File: config.mk
export PLATFORM = sky130hd
export DESIGN_NAME = length_framed_deframer
export DESIGN_NICKNAME = d
export VERILOG_FILES = /design/src/hw/rtl/lfd_pkg.sv /design/src/hw/rtl/lfd_ram.sv /design/src/hw/rtl/lfd_parser.sv /design/src/hw/rtl/lfd_emitter.sv /design/src/hw/rtl/length_framed_deframer.sv
export VERILOG_INCLUDE_DIRS = /design/src /design/src/hw/rtl
export SDC_FILE = /design/constraint.sdc
export NUM_CORES = 1
export LEC_CHECK = 0
export ABC_AREA = 1
export BUFFER_PORTS_ARGS = -buffer_cell sky130_fd_sc_hd__buf_2
export CAP_MARGIN = 20
export CORE_MARGIN = 2
export CORE_UTILIZATION = 40
export DETAILED_ROUTE_END_ITERATION = 7
export SYNTH_ARGS = -nofsm -noshare
export SYNTH_HDL_FRONTEND = slang
export SYNTH_SLANG_ARGS = --single-unit
File: constraint.sdc
create_clock -name clk -period 3.84 [get_ports clk]
set_input_delay 0 -clock clk [delete_from_list [all_inputs] [get_ports clk]]
set_output_delay 0 -clock clk [all_outputs]
set_load 0.01 [all_outputs]
File: src/hw/rtl/length_framed_deframer_macros.svh
// ----------------------------------------------------------------------------
// length_framed_deframer_macros
// Assertion macros shared by the deframer modules; empty with NO_ASSERTIONS.
// ----------------------------------------------------------------------------
`ifndef LENGTH_FRAMED_DEFRAMER_MACROS_SVH
`define LENGTH_FRAMED_DEFRAMER_MACROS_SVH
`ifndef NO_ASSERTIONS
// same-cycle implication
`define LFD_ASSERT_NOW(label, clk, rst, ante, cons) \
  label: assert property (@(posedge clk) disable iff (rst) (ante) |-> (cons)) \
    else $error("lfd assertion failed");
// next-cycle implication
`define LFD_ASSERT_NEXT(label, clk, rst, ante, cons) \
  label: assert property (@(posedge clk) disable iff (rst) (ante) |=> (cons)) \
    else $error("lfd assertion failed");
`else
`define LFD_ASSERT_NOW(label, clk, rst, ante, cons)
`define LFD_ASSERT_NEXT(label, clk, rst, ante, cons)
`endif
`endif

File: src/hw/rtl/lfd_pkg.sv
`timescale 1ns / 1ps
// ----------------------------------------------------------------------------
// lfd_pkg
// Shared types and constants of the length framed deframer.
// ----------------------------------------------------------------------------
package lfd_pkg;

  // result kinds
  typedef enum logic [1:0] {
    KIND_FRAME    = 2'd0,
    KIND_BAD_END  = 2'd1,
    KIND_OVERSIZE = 2'd2
  } kind_t;

  // configuration register indexes
  localparam int unsigned CFG_IDX_W = 2;
  localparam logic [CFG_IDX_W-1:0] CFG_START_MARK  = 2'd0;
  localparam logic [CFG_IDX_W-1:0] CFG_END_MARK    = 2'd1;
  localparam logic [CFG_IDX_W-1:0] CFG_MAX_PAYLOAD = 2'd2;

  // configuration reset values
  localparam logic [7:0] START_MARK_RST  = 8'hAA;
  localparam logic [7:0] END_MARK_RST    = 8'h55;
  localparam logic [5:0] MAX_PAYLOAD_RST = 6'd59;

  // offset from the length to the end byte's address in the frame store
  localparam logic [7:0] HDR_END_OFFSET = 8'd4;

  // job handed from the parser to the emitter
  typedef struct packed {
    logic  valid;
    kind_t kind;
  } job_t;

endpackage

File: src/hw/rtl/lfd_ram.sv
`timescale 1ns / 1ps
// ----------------------------------------------------------------------------
// lfd_ram
// Generic single write port, single read port RAM with registered read data.
// ----------------------------------------------------------------------------
module lfd_ram #(
  parameter int unsigned WIDTH = 8,
  parameter int unsigned DEPTH = 64
) (
  input  logic                     clk,
  input  logic                     we,
  input  logic [$clog2(DEPTH)-1:0] waddr,
  input  logic [WIDTH-1:0]         wdata,
  input  logic                     re,
  input  logic [$clog2(DEPTH)-1:0] raddr,
  output logic [WIDTH-1:0]         rdata
);

  logic [WIDTH-1:0] mem [DEPTH];

  // write port and registered read port
  always_ff @(posedge clk) begin
    if (we) begin
      mem[waddr] <= wdata;
    end
    if (re) begin
      rdata <= mem[raddr];
    end
  end

endmodule

File: src/hw/rtl/lfd_parser.sv
`timescale 1ns / 1ps
`include "length_framed_deframer_macros.svh"
// ----------------------------------------------------------------------------
// lfd_parser
// Hunts for the start mark, checks the length, writes frame bytes to the
// frame store and hands a finished frame or a drop status to the emitter.
// ----------------------------------------------------------------------------
module lfd_parser #(
  parameter int unsigned FRAME_BYTES = 64
) (
  input  logic                           clk,
  input  logic                           rst,
  input  logic                           accept,
  input  logic [7:0]                     rx_byte,
  input  logic [7:0]                     start_mark,
  input  logic [7:0]                     end_mark,
  input  logic [5:0]                     max_payload,
  output logic                           wr_en,
  output logic [$clog2(FRAME_BYTES)-1:0] wr_addr,
  output logic [7:0]                     wr_data,
  output lfd_pkg::job_t                  job,
  output logic [$clog2(FRAME_BYTES)-1:0] job_last_addr
);

  localparam int unsigned AW = $clog2(FRAME_BYTES);
  localparam logic [7:0] BODY_LIMIT = 8'(FRAME_BYTES - 5);

  typedef enum logic [1:0] {
    PH_HUNT,
    PH_LEN_LO,
    PH_LEN_HI,
    PH_BODY
  } phase_t;

  phase_t        phase;
  logic [AW-1:0] byte_count;
  logic [AW-1:0] last_addr;
  logic [7:0]    len_lo;
  logic [7:0]    limit;
  logic          oversize;
  logic          frame_done;

  // effective length limit and oversize check on the high length byte
  always_comb begin
    limit = ({2'b00, max_payload} > BODY_LIMIT) ? BODY_LIMIT : {2'b00, max_payload};
    oversize = (rx_byte != 8'd0) || (len_lo > limit);
    frame_done = (phase == PH_BODY) && (byte_count == last_addr);
  end

  // every kept byte goes to the store at the running count
  assign wr_en   = accept && ((phase != PH_HUNT) || (rx_byte == start_mark));
  assign wr_addr = byte_count;
  assign wr_data = rx_byte;

  // job request on the beat that completes or drops a frame
  always_comb begin
    job.valid = 1'b0;
    job.kind  = lfd_pkg::KIND_FRAME;
    if (accept && (phase == PH_LEN_HI) && oversize) begin
      job.valid = 1'b1;
      job.kind  = lfd_pkg::KIND_OVERSIZE;
    end else if (accept && frame_done) begin
      job.valid = 1'b1;
      job.kind  = (rx_byte == end_mark) ? lfd_pkg::KIND_FRAME : lfd_pkg::KIND_BAD_END;
    end
  end

  assign job_last_addr = last_addr;

  // phase, byte count and length
  always_ff @(posedge clk) begin
    if (rst) begin
      phase      <= PH_HUNT;
      byte_count <= '0;
      last_addr  <= '0;
      len_lo     <= '0;
    end else if (accept) begin
      case (phase)
        PH_HUNT: begin
          if (rx_byte == start_mark) begin
            phase      <= PH_LEN_LO;
            byte_count <= byte_count + AW'(1);
          end
        end
        PH_LEN_LO: begin
          len_lo     <= rx_byte;
          phase      <= PH_LEN_HI;
          byte_count <= byte_count + AW'(1);
        end
        PH_LEN_HI: begin
          if (oversize) begin
            phase      <= PH_HUNT;
            byte_count <= '0;
          end else begin
            last_addr  <= AW'(len_lo + lfd_pkg::HDR_END_OFFSET);
            phase      <= PH_BODY;
            byte_count <= byte_count + AW'(1);
          end
        end
        PH_BODY: begin
          if (frame_done) begin
            phase      <= PH_HUNT;
            byte_count <= '0;
          end else begin
            byte_count <= byte_count + AW'(1);
          end
        end
        default: begin
          phase      <= PH_HUNT;
          byte_count <= '0;
        end
      endcase
    end
  end

  // the count never runs past the end byte of the frame
  `LFD_ASSERT_NOW(a_count_in_frame, clk, rst, phase == PH_BODY, byte_count <= last_addr)

endmodule

File: src/hw/rtl/lfd_emitter.sv
`timescale 1ns / 1ps
`include "length_framed_deframer_macros.svh"
// ----------------------------------------------------------------------------
// lfd_emitter
// Drains a finished frame from the frame store into the output register,
// or sends a single drop status beat.
// ----------------------------------------------------------------------------
module lfd_emitter #(
  parameter int unsigned FRAME_BYTES = 64
) (
  input  logic                           clk,
  input  logic                           rst,
  input  lfd_pkg::job_t                  job,
  input  logic [$clog2(FRAME_BYTES)-1:0] job_last_addr,
  output logic                           busy,
  output logic                           rd_en,
  output logic [$clog2(FRAME_BYTES)-1:0] rd_addr,
  input  logic [7:0]                     rd_data,
  output logic                           out_valid,
  input  logic                           out_stall,
  output logic [1:0]                     kind,
  output logic [7:0]                     data,
  output logic                           last
);

  localparam int unsigned AW = $clog2(FRAME_BYTES);

  logic           job_active;
  lfd_pkg::kind_t job_kind;
  logic [AW-1:0]  last_addr;
  logic           inflight;
  logic           inflight_last;
  logic           out_free;
  logic           issue;
  logic           status_go;

  // one read in flight at most; it is issued only when the output frees up
  always_comb begin
    out_free  = !out_valid || !out_stall;
    issue     = job_active && (job_kind == lfd_pkg::KIND_FRAME) && !inflight && out_free;
    status_go = job_active && (job_kind != lfd_pkg::KIND_FRAME) && !inflight && out_free;
  end

  assign busy  = job_active;
  assign rd_en = issue;

  // job, read pointer and output register
  always_ff @(posedge clk) begin
    if (rst) begin
      job_active    <= 1'b0;
      inflight      <= 1'b0;
      inflight_last <= 1'b0;
      out_valid     <= 1'b0;
    end else begin
      if (job.valid) begin
        job_active <= 1'b1;
        job_kind   <= job.kind;
        rd_addr    <= '0;
        last_addr  <= job_last_addr;
      end else if (issue) begin
        rd_addr <= rd_addr + AW'(1);
        if (rd_addr == last_addr) begin
          job_active <= 1'b0;
        end
      end else if (status_go) begin
        job_active <= 1'b0;
      end

      inflight      <= issue;
      inflight_last <= issue && (rd_addr == last_addr);

      if (inflight) begin
        out_valid <= 1'b1;
        kind      <= lfd_pkg::KIND_FRAME;
        data      <= rd_data;
        last      <= inflight_last;
      end else if (status_go) begin
        out_valid <= 1'b1;
        kind      <= job_kind;
        data      <= 8'd0;
        last      <= 1'b1;
      end else if (out_free) begin
        out_valid <= 1'b0;
      end
    end
  end

  // read data always lands in the output register
  `LFD_ASSERT_NEXT(a_read_fills_out, clk, rst, inflight, out_valid)
  // reads are spaced so the output register is never overrun
  `LFD_ASSERT_NEXT(a_single_inflight, clk, rst, inflight, !inflight)
  // a new job only arrives while the emitter is idle
  `LFD_ASSERT_NOW(a_job_when_idle, clk, rst, job.valid, !job_active)

endmodule

File: src/hw/rtl/length_framed_deframer.sv
`timescale 1ns / 1ps
// ----------------------------------------------------------------------------
// length_framed_deframer
// Start / length / end byte deframer with a frame store memory.
// ----------------------------------------------------------------------------
// Input beats (in_valid, in_stall, rx_byte) carry one received byte each.
// Bytes are dropped until start_mark; then a little-endian 16-bit length L
// follows, L+1 payload bytes and an end byte. The whole frame is written to
// the frame store as it arrives, one byte a cycle when not stalled.
// Output beats (out_valid, out_stall, kind, data, last): a good frame is
// replayed from the store byte by byte, last on the end byte; a bad end
// mark or a length over the limit gives one status beat with last set.
// A status beat passes from the deciding byte through the job register to
// the output register; the first frame byte passes through the job
// register, the store read and the output register. A frame drains with
// one store read outstanding at most. Input is stalled while a frame or
// status waits to go out, otherwise one byte is taken every cycle.
// out_stall holds the output register and, through it, the drain.
// Configuration (cfg_valid, cfg_ready, cfg_index, cfg_data) is always
// ready. Reset returns marks and limit to their defaults and hunting;
// the frame store is not cleared.
// ----------------------------------------------------------------------------
module length_framed_deframer #(
  parameter int unsigned FRAME_BYTES = 64
) (
  input  logic                          clk,
  input  logic                          rst,
  input  logic                          in_valid,
  output logic                          in_stall,
  input  logic [7:0]                    rx_byte,
  output logic                          out_valid,
  input  logic                          out_stall,
  output logic [1:0]                    kind,
  output logic [7:0]                    data,
  output logic                          last,
  input  logic                          cfg_valid,
  output logic                          cfg_ready,
  input  logic [lfd_pkg::CFG_IDX_W-1:0] cfg_index,
  input  logic [7:0]                    cfg_data
);

  localparam int unsigned AW = $clog2(FRAME_BYTES);

  logic [7:0]    start_mark;
  logic [7:0]    end_mark;
  logic [5:0]    max_payload;
  logic          accept;
  logic          busy;
  logic          wr_en;
  logic [AW-1:0] wr_addr;
  logic [7:0]    wr_data;
  logic          rd_en;
  logic [AW-1:0] rd_addr;
  logic [7:0]    rd_data;
  lfd_pkg::job_t job;
  logic [AW-1:0] job_last_addr;

  // input handshake
  assign in_stall  = busy;
  assign accept    = in_valid && !in_stall;
  assign cfg_ready = 1'b1;

  // configuration registers
  always_ff @(posedge clk) begin
    if (rst) begin
      start_mark  <= lfd_pkg::START_MARK_RST;
      end_mark    <= lfd_pkg::END_MARK_RST;
      max_payload <= lfd_pkg::MAX_PAYLOAD_RST;
    end else if (cfg_valid && cfg_ready) begin
      case (cfg_index)
        lfd_pkg::CFG_START_MARK:  start_mark  <= cfg_data;
        lfd_pkg::CFG_END_MARK:    end_mark    <= cfg_data;
        lfd_pkg::CFG_MAX_PAYLOAD: max_payload <= cfg_data[5:0];
        default: ;
      endcase
    end
  end

  // byte parser
  lfd_parser #(
    .FRAME_BYTES(FRAME_BYTES)
  ) u_parser (
    .clk          (clk),
    .rst          (rst),
    .accept       (accept),
    .rx_byte      (rx_byte),
    .start_mark   (start_mark),
    .end_mark     (end_mark),
    .max_payload  (max_payload),
    .wr_en        (wr_en),
    .wr_addr      (wr_addr),
    .wr_data      (wr_data),
    .job          (job),
    .job_last_addr(job_last_addr)
  );

  // frame store
  lfd_ram #(
    .WIDTH(8),
    .DEPTH(FRAME_BYTES)
  ) u_store (
    .clk  (clk),
    .we   (wr_en),
    .waddr(wr_addr),
    .wdata(wr_data),
    .re   (rd_en),
    .raddr(rd_addr),
    .rdata(rd_data)
  );

  // result emitter
  lfd_emitter #(
    .FRAME_BYTES(FRAME_BYTES)
  ) u_emitter (
    .clk          (clk),
    .rst          (rst),
    .job          (job),
    .job_last_addr(job_last_addr),
    .busy         (busy),
    .rd_en        (rd_en),
    .rd_addr      (rd_addr),
    .rd_data      (rd_data),
    .out_valid    (out_valid),
    .out_stall    (out_stall),
    .kind         (kind),
    .data         (data),
    .last         (last)
  );

endmodule
==> impl_summary.txt, run 1 <==
----------------------------------------------------
[Clocking]
  CTS tree ... done
  Clock input transition at the sequential cells of the worst setup and hold paths ... 0.06 ns
  Clock sink count ... 593
  TritonCTS buffer count ... 59
  Clock insertion delay at the later pin of the skew report ... approximately 0.63 ns
  Maximum level of the CTS H-tree ... 2
  Count of cells resized by post-cts repair ... 0
  Clock tree buffer depth ... 3
  Root buffer selected by CTS ... sky130_fd_sc_hd__clkbuf_16

[Power and ir drop]
  Switching power total ... about 2.9 mW
  Clock network fraction of total power ... 0.432
  Combinational fraction of design power ... 0.040
  Switching part of the total power ... 0.212
  Internal power component ... approximately 11 mW
  Pwr Density ... 489 nW/µm²
  Leakage power summed over all cells ... 9.51 nW
  Worst ir drop on vdd ... 367 µV
  Proportion of power drawn by flip-flops and latches ... 0.528

[Floorplanning]
  Placement row count ... 90
  Overall die width ... 251 µm
  Initial core utilization ... 0.404
  Die Footprint ... 63000 µm²
  Core Area ... 60400 µm²
  Number of I/O pins ... 37
  Die boundary height ... 251 µm

[Worst hold path]
  Hold/Removal Path Class ... in -> reg

[STA]
  Final worst path period need ... 3.14 ns
  Count of final setup violators ... 0
  Worst Setup Slack, final ... just under 0.7 ns
  Clk_skew ... 0.0249 ns
  Pins Over Slew Limit ... 0
  Final period utilization ... 0.819
  Count of endpoints failing hold in the final timing report ... 0
  RSZ-0062 raised after global routing ... no
  Slew at the pin closest to its max-slew limit ... between 0.9 and 1 ns
  Max Fclk ... around 0.32 GHz
  Slew margin rel. ... 0.334
  Worst hold slack after final layout ... 0.0807 ns
  Sum Neg Setup Slack ... 0 ns

[Global route]
  Global-route total usage across every layer ... 0.204
  Number of global-route vias before repair ... 15800
  Maximum number of pins on one net before global-route repair ... 204
  First-pass GRT wire length ... ~97000 µm
  Final global-route overflow total ... 0
  Number of antenna violations at the first check in global routing ... 1

[Critical path]
  Slowest library cell on the worst path ... sky130_fd_sc_hd__nor2_1
  Cell chain of the critical path ... xnor2_1, nand2_1, nor2_1, nand2_1, a21oi_2, nand4_4, nor2_1
  Maximum fanout count along the critical path ... 13
  CP Data Required Time ... ~4.1 ns
  Crit path capture type ... flip-flop
  Top Family by Delay on Critical Path ... simple AND/OR/NAND/NOR gates
  Type of the setup path with the least slack ... reg -> reg
  Arrival time worst endpoint ... 3.40 ns
  CP Buf/Inv Count ... 0
  Setup slack on the worst flop-to-flop path ... 0.70 ns
  Critical Path Start Type ... flip-flop
  Delay contributed by the slowest stage of the critical path ... 0.78 ns

[Synthesis]
  Synth Instances ... ~2100
  Cell type with the largest total area after synthesis ... sky130_fd_sc_hd__edfxtp_1
  Mean cell area of the mapped netlist ... 11.6 µm²
  Number of warnings printed during yosys synthesis ... 0
  Most used standard cell by instance count after synthesis ... sky130_fd_sc_hd__edfxtp_1
  Number of enable-type register cells in the synthesized netlist ... 545
  Post-synthesis cell area ... 24400 µm²
  Area share of the largest cell type after synthesis ... 0.671
  Leading cell types by total area after synthesis ... sky130_fd_sc_hd__edfxtp_1, sky130_fd_sc_hd__nor2_1, sky130_fd_sc_hd__o21ai_0
  Number of nets produced by synthesis ... roughly 2100
  Post-synthesis sequential area ratio ... 0.710
  Async S/R FF share, synth ... 0
  Top post-synthesis cells by count ... sky130_fd_sc_hd__edfxtp_1, sky130_fd_sc_hd__nor2_1, sky130_fd_sc_hd__nand2_1
  Number of different library cells in the post-synthesis netlist ... 36
  Seq cells post-synth ... 593
  Commonest register cell after synthesis ... sky130_fd_sc_hd__edfxtp_1

[Placement]
  Routability cong. ... 0.921
  Worst slack at placement ... 0.736 ns
  Half-perimeter wire length of the detailed placement result ... just under 40000 µm
  Port bufs ... 35
  Post-detailed-placement cell area ... 25200 µm²

[Detailed routing]
  First-pass iteration count of the detailed router ... 5
  Average vias per placed instance ... 5.42
  Final routed wirelength across all metal layers ... about 64000 µm
  WL per Instance ... 21.7 µm
  Iteration-0 DRC count of the detailed router ... roughly 1700
  Total number of vias ... 16100
  Total DRC errors in the routed layout ... 0
  Antenna Nets Post-Route ... 0

[Layout]
  Number of inserted diodes ... 0
  Cell area after layout ... around 28000 µm²
  Post-layout nets ... approximately 2200
  Ratio of cells with drive above 1 in the final layout ... 0.0799
  P&R area growth vs syn ... 12.8%

[Job]
  Number of maximum-capacitance violations ... 0

[Run status]
  Outcome ... finished, final reports clean

----------------------------------------------------
## final cells by class
class / instances / area [µm²]
Multi-Input combinational cell: 1294 / 6090
Clock buffer: 72 / 1580
Clock inverter: 37 / 369
Timing Repair Buffer: 105 / 815
Sequential cell: 593 / 17300
Tap cell: 782 / 978
Inverter: 90 / 343
Fill cell: 5498 / 32900
## what timing repair did
| item | CTS | global route |
|---|---|---|
| hold buffers | 30 | 0 |
| endpoints found under the hold margin | 81 | 0 |
| setup buffers | 0 | 0 |
## final timing paths
kind	from	to	cells past startpoint
max	start_mark[3]	u_store.mem[53][7]	7
min	in_valid	u_parser.len_lo[5]	4
max reg2reg	start_mark[3]	u_store.mem[53][7]	7
min reg2reg	u_parser.len_lo[7]	u_parser.len_lo[7]	2
## layout by cell type (no fill, tap or decap), types with 36 or more instances in the layout
cell	netlist	routed
sky130_fd_sc_hd__edfxtp_1	545	545
sky130_fd_sc_hd__nor2_1	436	435
sky130_fd_sc_hd__nand2_1	262	262
sky130_fd_sc_hd__o21ai_0	245	245
sky130_fd_sc_hd__nand3_1	120	120
sky130_fd_sc_hd__inv_1	86	86
sky130_fd_sc_hd__o211ai_1	70	70
sky130_fd_sc_hd__clkbuf_16	0	60
sky130_fd_sc_hd__dfxtp_1	48	48
sky130_fd_sc_hd__a21oi_1	46	46
sky130_fd_sc_hd__buf_2	42	36
## worst min-delay path: stages
cell,delay (ns)
sky130_fd_sc_hd__buf_2,0.10
sky130_fd_sc_hd__nand2_1,0.18
sky130_fd_sc_hd__nor2_1,0.22
sky130_fd_sc_hd__a21oi_1,0.17
## registers in the layout, summed over array words and instances (netlist names)
signal,cells
start_mark,8
u_parser.len_lo,8
u_emitter.kind,2
u_parser.wr_addr,6
u_emitter.job_kind,2
u_store.rdata,8
end_mark,8
u_emitter.rd_addr,6
u_emitter.last,1
u_store.mem,512
u_emitter.inflight_last,1
u_parser.phase,2
u_emitter.inflight,1
u_emitter.data,8
max_payload,6
u_emitter.busy,1
u_emitter.out_valid,1
u_parser.job_last_addr,6
u_emitter.last_addr,6
## cells by family after synthesis
kind of cell,Yosys count,share of synthesized area
simple gates,848,0.142
flops,593,0.710
compound gates,408,0.0927
buf+inv,207,0.0399
xor+xnor,28,0.0101
fa+ha+maj,9,0.00462
other cells,1,0.000154
## through the flow
step / std cells / power, mW / util
CTS: 2971 / 13.5 / 0.455
finish: 2973 / 13.4 / 0.456
global placement: 2831 / 7.74 / 0.418
global route: 2973 / 13.8 / 0.456
detailed placement: 2832 / 7.75 / 0.418
floorplan: 2094 / 7.49 / -
## power groups by stage
stage               Combinational, mW  Clock [mW]  Sequential (mW)
detailed placement              0.509           0             7.24
finish                          0.532        5.81             7.10
global route                    0.584        6.11             7.10
floorplan                       0.263           0             7.23
CTS                             0.531        5.87             7.10
global placement                0.504           0             7.24
## layer usage
layer  GRT usage  vias to the layer above  share of wire
li1            -                     7488              -
met2       0.339                      579           0.48
met3      0.0274                      118          0.062
met4      0.0726                        0          0.032
met5           0                        -              0
met1       0.276                     7924           0.43
No activity file was read; power rests on OpenSTA's default activity.
==> run 2, diff against run 1 <==
- ABC_AREA: 1 -> 0
- clock period: 3.84 -> 3.1 ns (I/O delays scaled with it)
==> impl_summary.txt, run 2 <==
----------------------------------------------------
[Layout]
  Largest register by flop count ... u_store.mem (unchanged)
  Commonest non-fill, non-tap cells in the layout ... sky130_fd_sc_hd__edfxtp_1, sky130_fd_sc_hd__mux4_2, sky130_fd_sc_hd__buf_4 (was sky130_fd_sc_hd__edfxtp_1, sky130_fd_sc_hd__nor2_1, sky130_fd_sc_hd__nand2_1)
  Post-layout nets ... 1482 (was 2175)
  Number of flip-flops in the largest register ... 512 (unchanged)
  Final standard cell utilization of the core ... 0.466 (was 0.456)
  Layout fillers ... 4902 (was 5498)
  Most common library cell in the layout ignoring fill and taps ... sky130_fd_sc_hd__edfxtp_1 (unchanged)
  P&R area growth vs syn ... 15.9% (was 12.8%)
  Final cell count without fillers ... 2268 (was 2973)
  Ratio of cells with drive above 1 in the final layout ... 0.243 (was 0.0799)

[Critical path]
  Delay contributed by the slowest stage of the critical path ... 0.43 ns (was 0.78 ns)
  Cell count along the critical path ... 9 (was 7)
  Crit path capture type ... flip-flop (unchanged)
  CP Data Required Time ... 3.37 ns (was 4.10 ns)
  Timing startpoint of the critical path ... max_payload[5] (was start_mark[3])
  Setup slack on the worst flop-to-flop path ... 0.35 ns (was 0.70 ns)
  Critical Path Start Type ... flip-flop (unchanged)
  Arrival time worst endpoint ... 3.02 ns (was 3.40 ns)
  Worst reg2reg path depth ... 9 (was 7)
  Type of the setup path with the least slack ... reg -> reg (unchanged)
  Beginning of the worst register-to-register path ... max_payload[5] (was start_mark[3])
  Critical Path End ... u_emitter.job_kind[0] (was u_store.mem[53][7])
  CP Buf/Inv Count ... 1 (was 0)
  Maximum fanout count along the critical path ... 8 (was 13)
  Slowest library cell on the worst path ... sky130_fd_sc_hd__o22ai_1 (was sky130_fd_sc_hd__nor2_1)
  Top Family by Delay on Critical Path ... compound AO/OA/AOI/OAI gates (was simple AND/OR/NAND/NOR gates)
  Capture point of the worst reg-to-reg path ... u_emitter.job_kind[0] (was u_store.mem[53][7])
  Cell chain of the critical path ... inv_1, o31ai_1, ha_1, nand4_1, nor2_1, o2111ai_1, nor2_1, o22ai_1, and2_1 (was xnor2_1, nand2_1, nor2_1, nand2_1, a21oi_2, nand4_4, nor2_1)
  Library cell appearing most often on the critical path ... sky130_fd_sc_hd__nor2_1

[Detailed routing]
  WL per Instance ... 25.2 µm (was 21.7 µm)
  Final routed wirelength across all metal layers ... 57100 µm (was 64500 µm)
  Total DRC errors in the routed layout ... 0 (unchanged)
  Average vias per placed instance ... 5.48 (was 5.42)
  Total number of vias ... 12400 (was 16100)
  Iteration-0 DRC count of the detailed router ... 1183 (was 1730)
  Antenna Nets Post-Route ... 0 (unchanged)
  First-pass iteration count of the detailed router ... 5 (unchanged)

[Floorplanning]
  Overall die width ... 247 µm (was 251 µm)
  Die boundary height ... 247 µm (was 251 µm)
  Core Area ... 58700 µm² (was 60400 µm²)
  Placement row count ... 89 (was 90)
  Initial core utilization ... 0.402 (was 0.404)
  Die Footprint ... 60900 µm² (was 63000 µm²)
  Number of I/O pins ... 37 (unchanged)

[Global route]
  Final global-route overflow total ... 0 (unchanged)
  Global routing met1 resource utilization ... 0.272 (was 0.276)
  Number of antenna violations at the first check in global routing ... 1 (unchanged)
  First-pass GRT wire length ... 84200 µm (was 96900 µm)
  Number of global-route vias before repair ... 12600 (was 15800)
  Routing layer with the top usage in global route ... met2 (unchanged)
  Maximum number of pins on one net before global-route repair ... 69 (was 204)
  Met2 capacity usage during global routing ... 0.309 (was 0.339)
  Met3 global-route usage ... 0.0273 (was 0.0274)
  Global-route total usage across every layer ... 0.190 (was 0.204)

[Synthesis]
  Number of enable-type register cells in the synthesized netlist ... 545 (unchanged)
  Leading cell types by total area after synthesis ... sky130_fd_sc_hd__edfxtp_1, sky130_fd_sc_hd__mux4_2, sky130_fd_sc_hd__dfxtp_1 (was sky130_fd_sc_hd__edfxtp_1, sky130_fd_sc_hd__nor2_1, sky130_fd_sc_hd__o21ai_0)
  Complex-gate fraction of the synthesized area ... 0.0361 (was 0.0927)
  Top post-synthesis cells by count ... sky130_fd_sc_hd__edfxtp_1, sky130_fd_sc_hd__mux4_2, sky130_fd_sc_hd__nor2_1 (was sky130_fd_sc_hd__edfxtp_1, sky130_fd_sc_hd__nor2_1, sky130_fd_sc_hd__nand2_1)
  Synthesized-area fraction occupied by and/or/nand/nor cells ... 0.0528 (was 0.142)
  Share of the synthesized netlist area taken by xor and xnor gates ... 0.0141 (was 0.0101)
  Post-synthesis sequential area ratio ... 0.735 (was 0.710)
  Seq cells post-synth ... 593 (unchanged)
  Synthesized-area fraction occupied by adder cells ... 0.00477 (was 0.00462)
  Mean cell area of the mapped netlist ... 18.3 µm² (was 11.6 µm²)
  Synth Instances ... 1290 (was 2094)
  Share of cell area taken by muxes after synthesis ... 0.139 (was 0)
  Number of nets produced by synthesis ... 1322 (was 2126)
  Area share of the largest cell type after synthesis ... 0.694 (was 0.671)
  Commonest register cell after synthesis ... sky130_fd_sc_hd__edfxtp_1 (unchanged)
  Largest family of logic cells by synthesized area ... multiplexers (was simple AND/OR/NAND/NOR gates)
  Number of different library cells in the post-synthesis netlist ... 66 (was 36)
  Most used standard cell by instance count after synthesis ... sky130_fd_sc_hd__edfxtp_1 (unchanged)
  Async S/R FF share, synth ... 0 (unchanged)
  Number of warnings printed during yosys synthesis ... 0 (unchanged)
  Cell type with the largest total area after synthesis ... sky130_fd_sc_hd__edfxtp_1 (unchanged)
  Post-synthesis cell area ... 23600 µm² (was 24400 µm²)

[Clocking]
  Clock input transition at the sequential cells of the worst setup and hold paths ... 0.06 ns (about the same)
  Count of cells resized by post-cts repair ... 0 (unchanged)
  CTS tree ... done (unchanged)
  Root buffer selected by CTS ... sky130_fd_sc_hd__clkbuf_16 (unchanged)
  Clock sink count ... 593 (unchanged)
  Clock insertion delay at the later pin of the skew report ... 0.61 ns (was 0.63 ns)
  TritonCTS buffer count ... 58 (was 59)
  Post-CTS Setup Bufs ... 0 (unchanged)
  Clock tree buffer depth ... 3 (unchanged)
  Maximum level of the CTS H-tree ... 2 (unchanged)

[Placement]
  Port bufs ... 35 (unchanged)
  Half-perimeter wire length of the detailed placement result ... 36000 µm (was 38700 µm)
  Placed Cells incl. Taps ... 2139 (was 2832)
  Routability cong. ... 0.841 (was 0.921)

[Power and ir drop]
  Worst ir drop on vdd ... 404 µV (was 367 µV)
  Pwr Density ... 579 nW/µm² (was 489 nW/µm²)
  Leakage power summed over all cells ... 9.00 nW (was 9.51 nW)

[STA]
  Count of endpoints failing hold in the final timing report ... 0 (unchanged)
  Final worst path period need ... 2.75 ns (was 3.14 ns)
  Slew margin rel. ... 0.347 (was 0.334)
  Pins Over Slew Limit ... 0 (unchanged)
  Sum Neg Setup Slack ... 0 ns (unchanged)
  Max Fclk ... 0.363 GHz (was 0.318 GHz)
  Clk_skew ... 0.0190 ns (was 0.0249 ns)
  Slew at the pin closest to its max-slew limit ... 0.980 ns (was 0.999 ns)
  Final period utilization ... 0.888 (was 0.819)
  Count of final setup violators ... 0 (unchanged)
  RSZ-0062 raised after global routing ... no (unchanged)

[Run status]
  Outcome ... finished, final reports clean (unchanged)

[Worst hold path]
  Hold/Removal Path Class ... in -> reg (unchanged)

[Job]
  Number of maximum-capacitance violations ... 0 (unchanged)

----------------------------------------------------
run 2: changes by cell type after synthesis, sizes merged, moves of 15 or more:
cell    delta
nand3    -105
a21oi     -22
a22oi     +15
mux4     +109
nand2    -212
mux2i     +78
o21ai    -246
buf       -28
nor2     -333
clkbuf    -16
a211oi    +19
inv       -82
o211ai    -67
run 2: cell families (layout without fill, tap and decap cells):
family                     after synthesis  after routing
AOI/OAI and AO/OA                      123            123
xor gates and xnor gates                38             38
adders and majority gates                9              9
buffers and inverters                   82            286
DFF                                    593            593
muxes                                  190            190
other                                    1              2
and+or+nand+nor                        254            254
run 2: power breakdown:
part	total (mW)	switching, mW	internal [mW]
logic	0.271	0.200	0.0702
registers	8.74	0.00974	8.73
clock network	6.82	2.92	3.90
total	15.8	3.13	12.7
run 2: worst min path at each step:
stage                     startpoint                      end  slack [ns]  cells after the start
after detailed placement         rst  u_emitter.inflight_last        0.26                      2
after global routing      rx_byte[0]       u_store.mem[32][0]        0.06                      2
after CTS                 rx_byte[0]       u_store.mem[32][0]        0.08                      2
after floorplan           rx_byte[0]        u_store.mem[0][0]         0.1                      0
final                     rx_byte[0]       u_store.mem[32][0]        0.08                      2
after global placement           rst      u_emitter.out_valid        0.26                      2
run 2: area by class of cell:
cell class | instances | area [µm²] | share of cell area
Inverter | 9 | 33.8 | 0.00124
Sequential cell | 593 | 17300 | 0.634
Clock buffer | 70 | 1530 | 0.0559
Tap cell | 773 | 967 | 0.0354
Timing Repair Buffer | 173 | 1370 | 0.0501
Clock inverter | 34 | 288 | 0.0105
Multi-Input combinational cell | 615 | 5820 | 0.213
Antenna cell | 1 | 2.50 | 0.0000916
run 2: worst reg2reg max path, cell delays in order (launching register included):
cell                        delay (ns)
sky130_fd_sc_hd__dfxtp_1          0.37
sky130_fd_sc_hd__inv_1            0.10
sky130_fd_sc_hd__o31ai_1          0.26
sky130_fd_sc_hd__ha_1             0.29
sky130_fd_sc_hd__nand4_1          0.10
sky130_fd_sc_hd__nor2_1           0.06
sky130_fd_sc_hd__o2111ai_1        0.30
sky130_fd_sc_hd__nor2_1           0.11
sky130_fd_sc_hd__o22ai_1          0.43
sky130_fd_sc_hd__and2_1           0.40
run 2: metrics by stage:
stage                     total power [mW]  worst slack [ns]  hold WS (ns)  instance area [µm²]
final                                 15.8             0.347        0.0832                27300
after global placement                9.15             0.382         0.259                25300
after floorplan                       8.97             0.744        0.0989                23600
after global routing                  16.3             0.160        0.0608                27300
after detailed placement              9.16             0.365         0.262                25300
after CTS                             16.0             0.346        0.0765                27300
run 2: per-layer routing:
| layer | vias to the layer above | wire [µm] | share of wire |
|---|---|---|---|
| li1 | 5468 | - | - |
| met1 | 6528 | 25300 | 0.44 |
| met2 | 363 | 27900 | 0.49 |
| met3 | 63 | 2930 | 0.051 |
| met4 | 0 | 1010 | 0.018 |
| met5 | - | 0 | 0 |
run 2: what timing repair did:
action                     CTS  global route
hold endpoints to repair    48             0
hold buffers                23             0
setup endpoints to repair    0             0
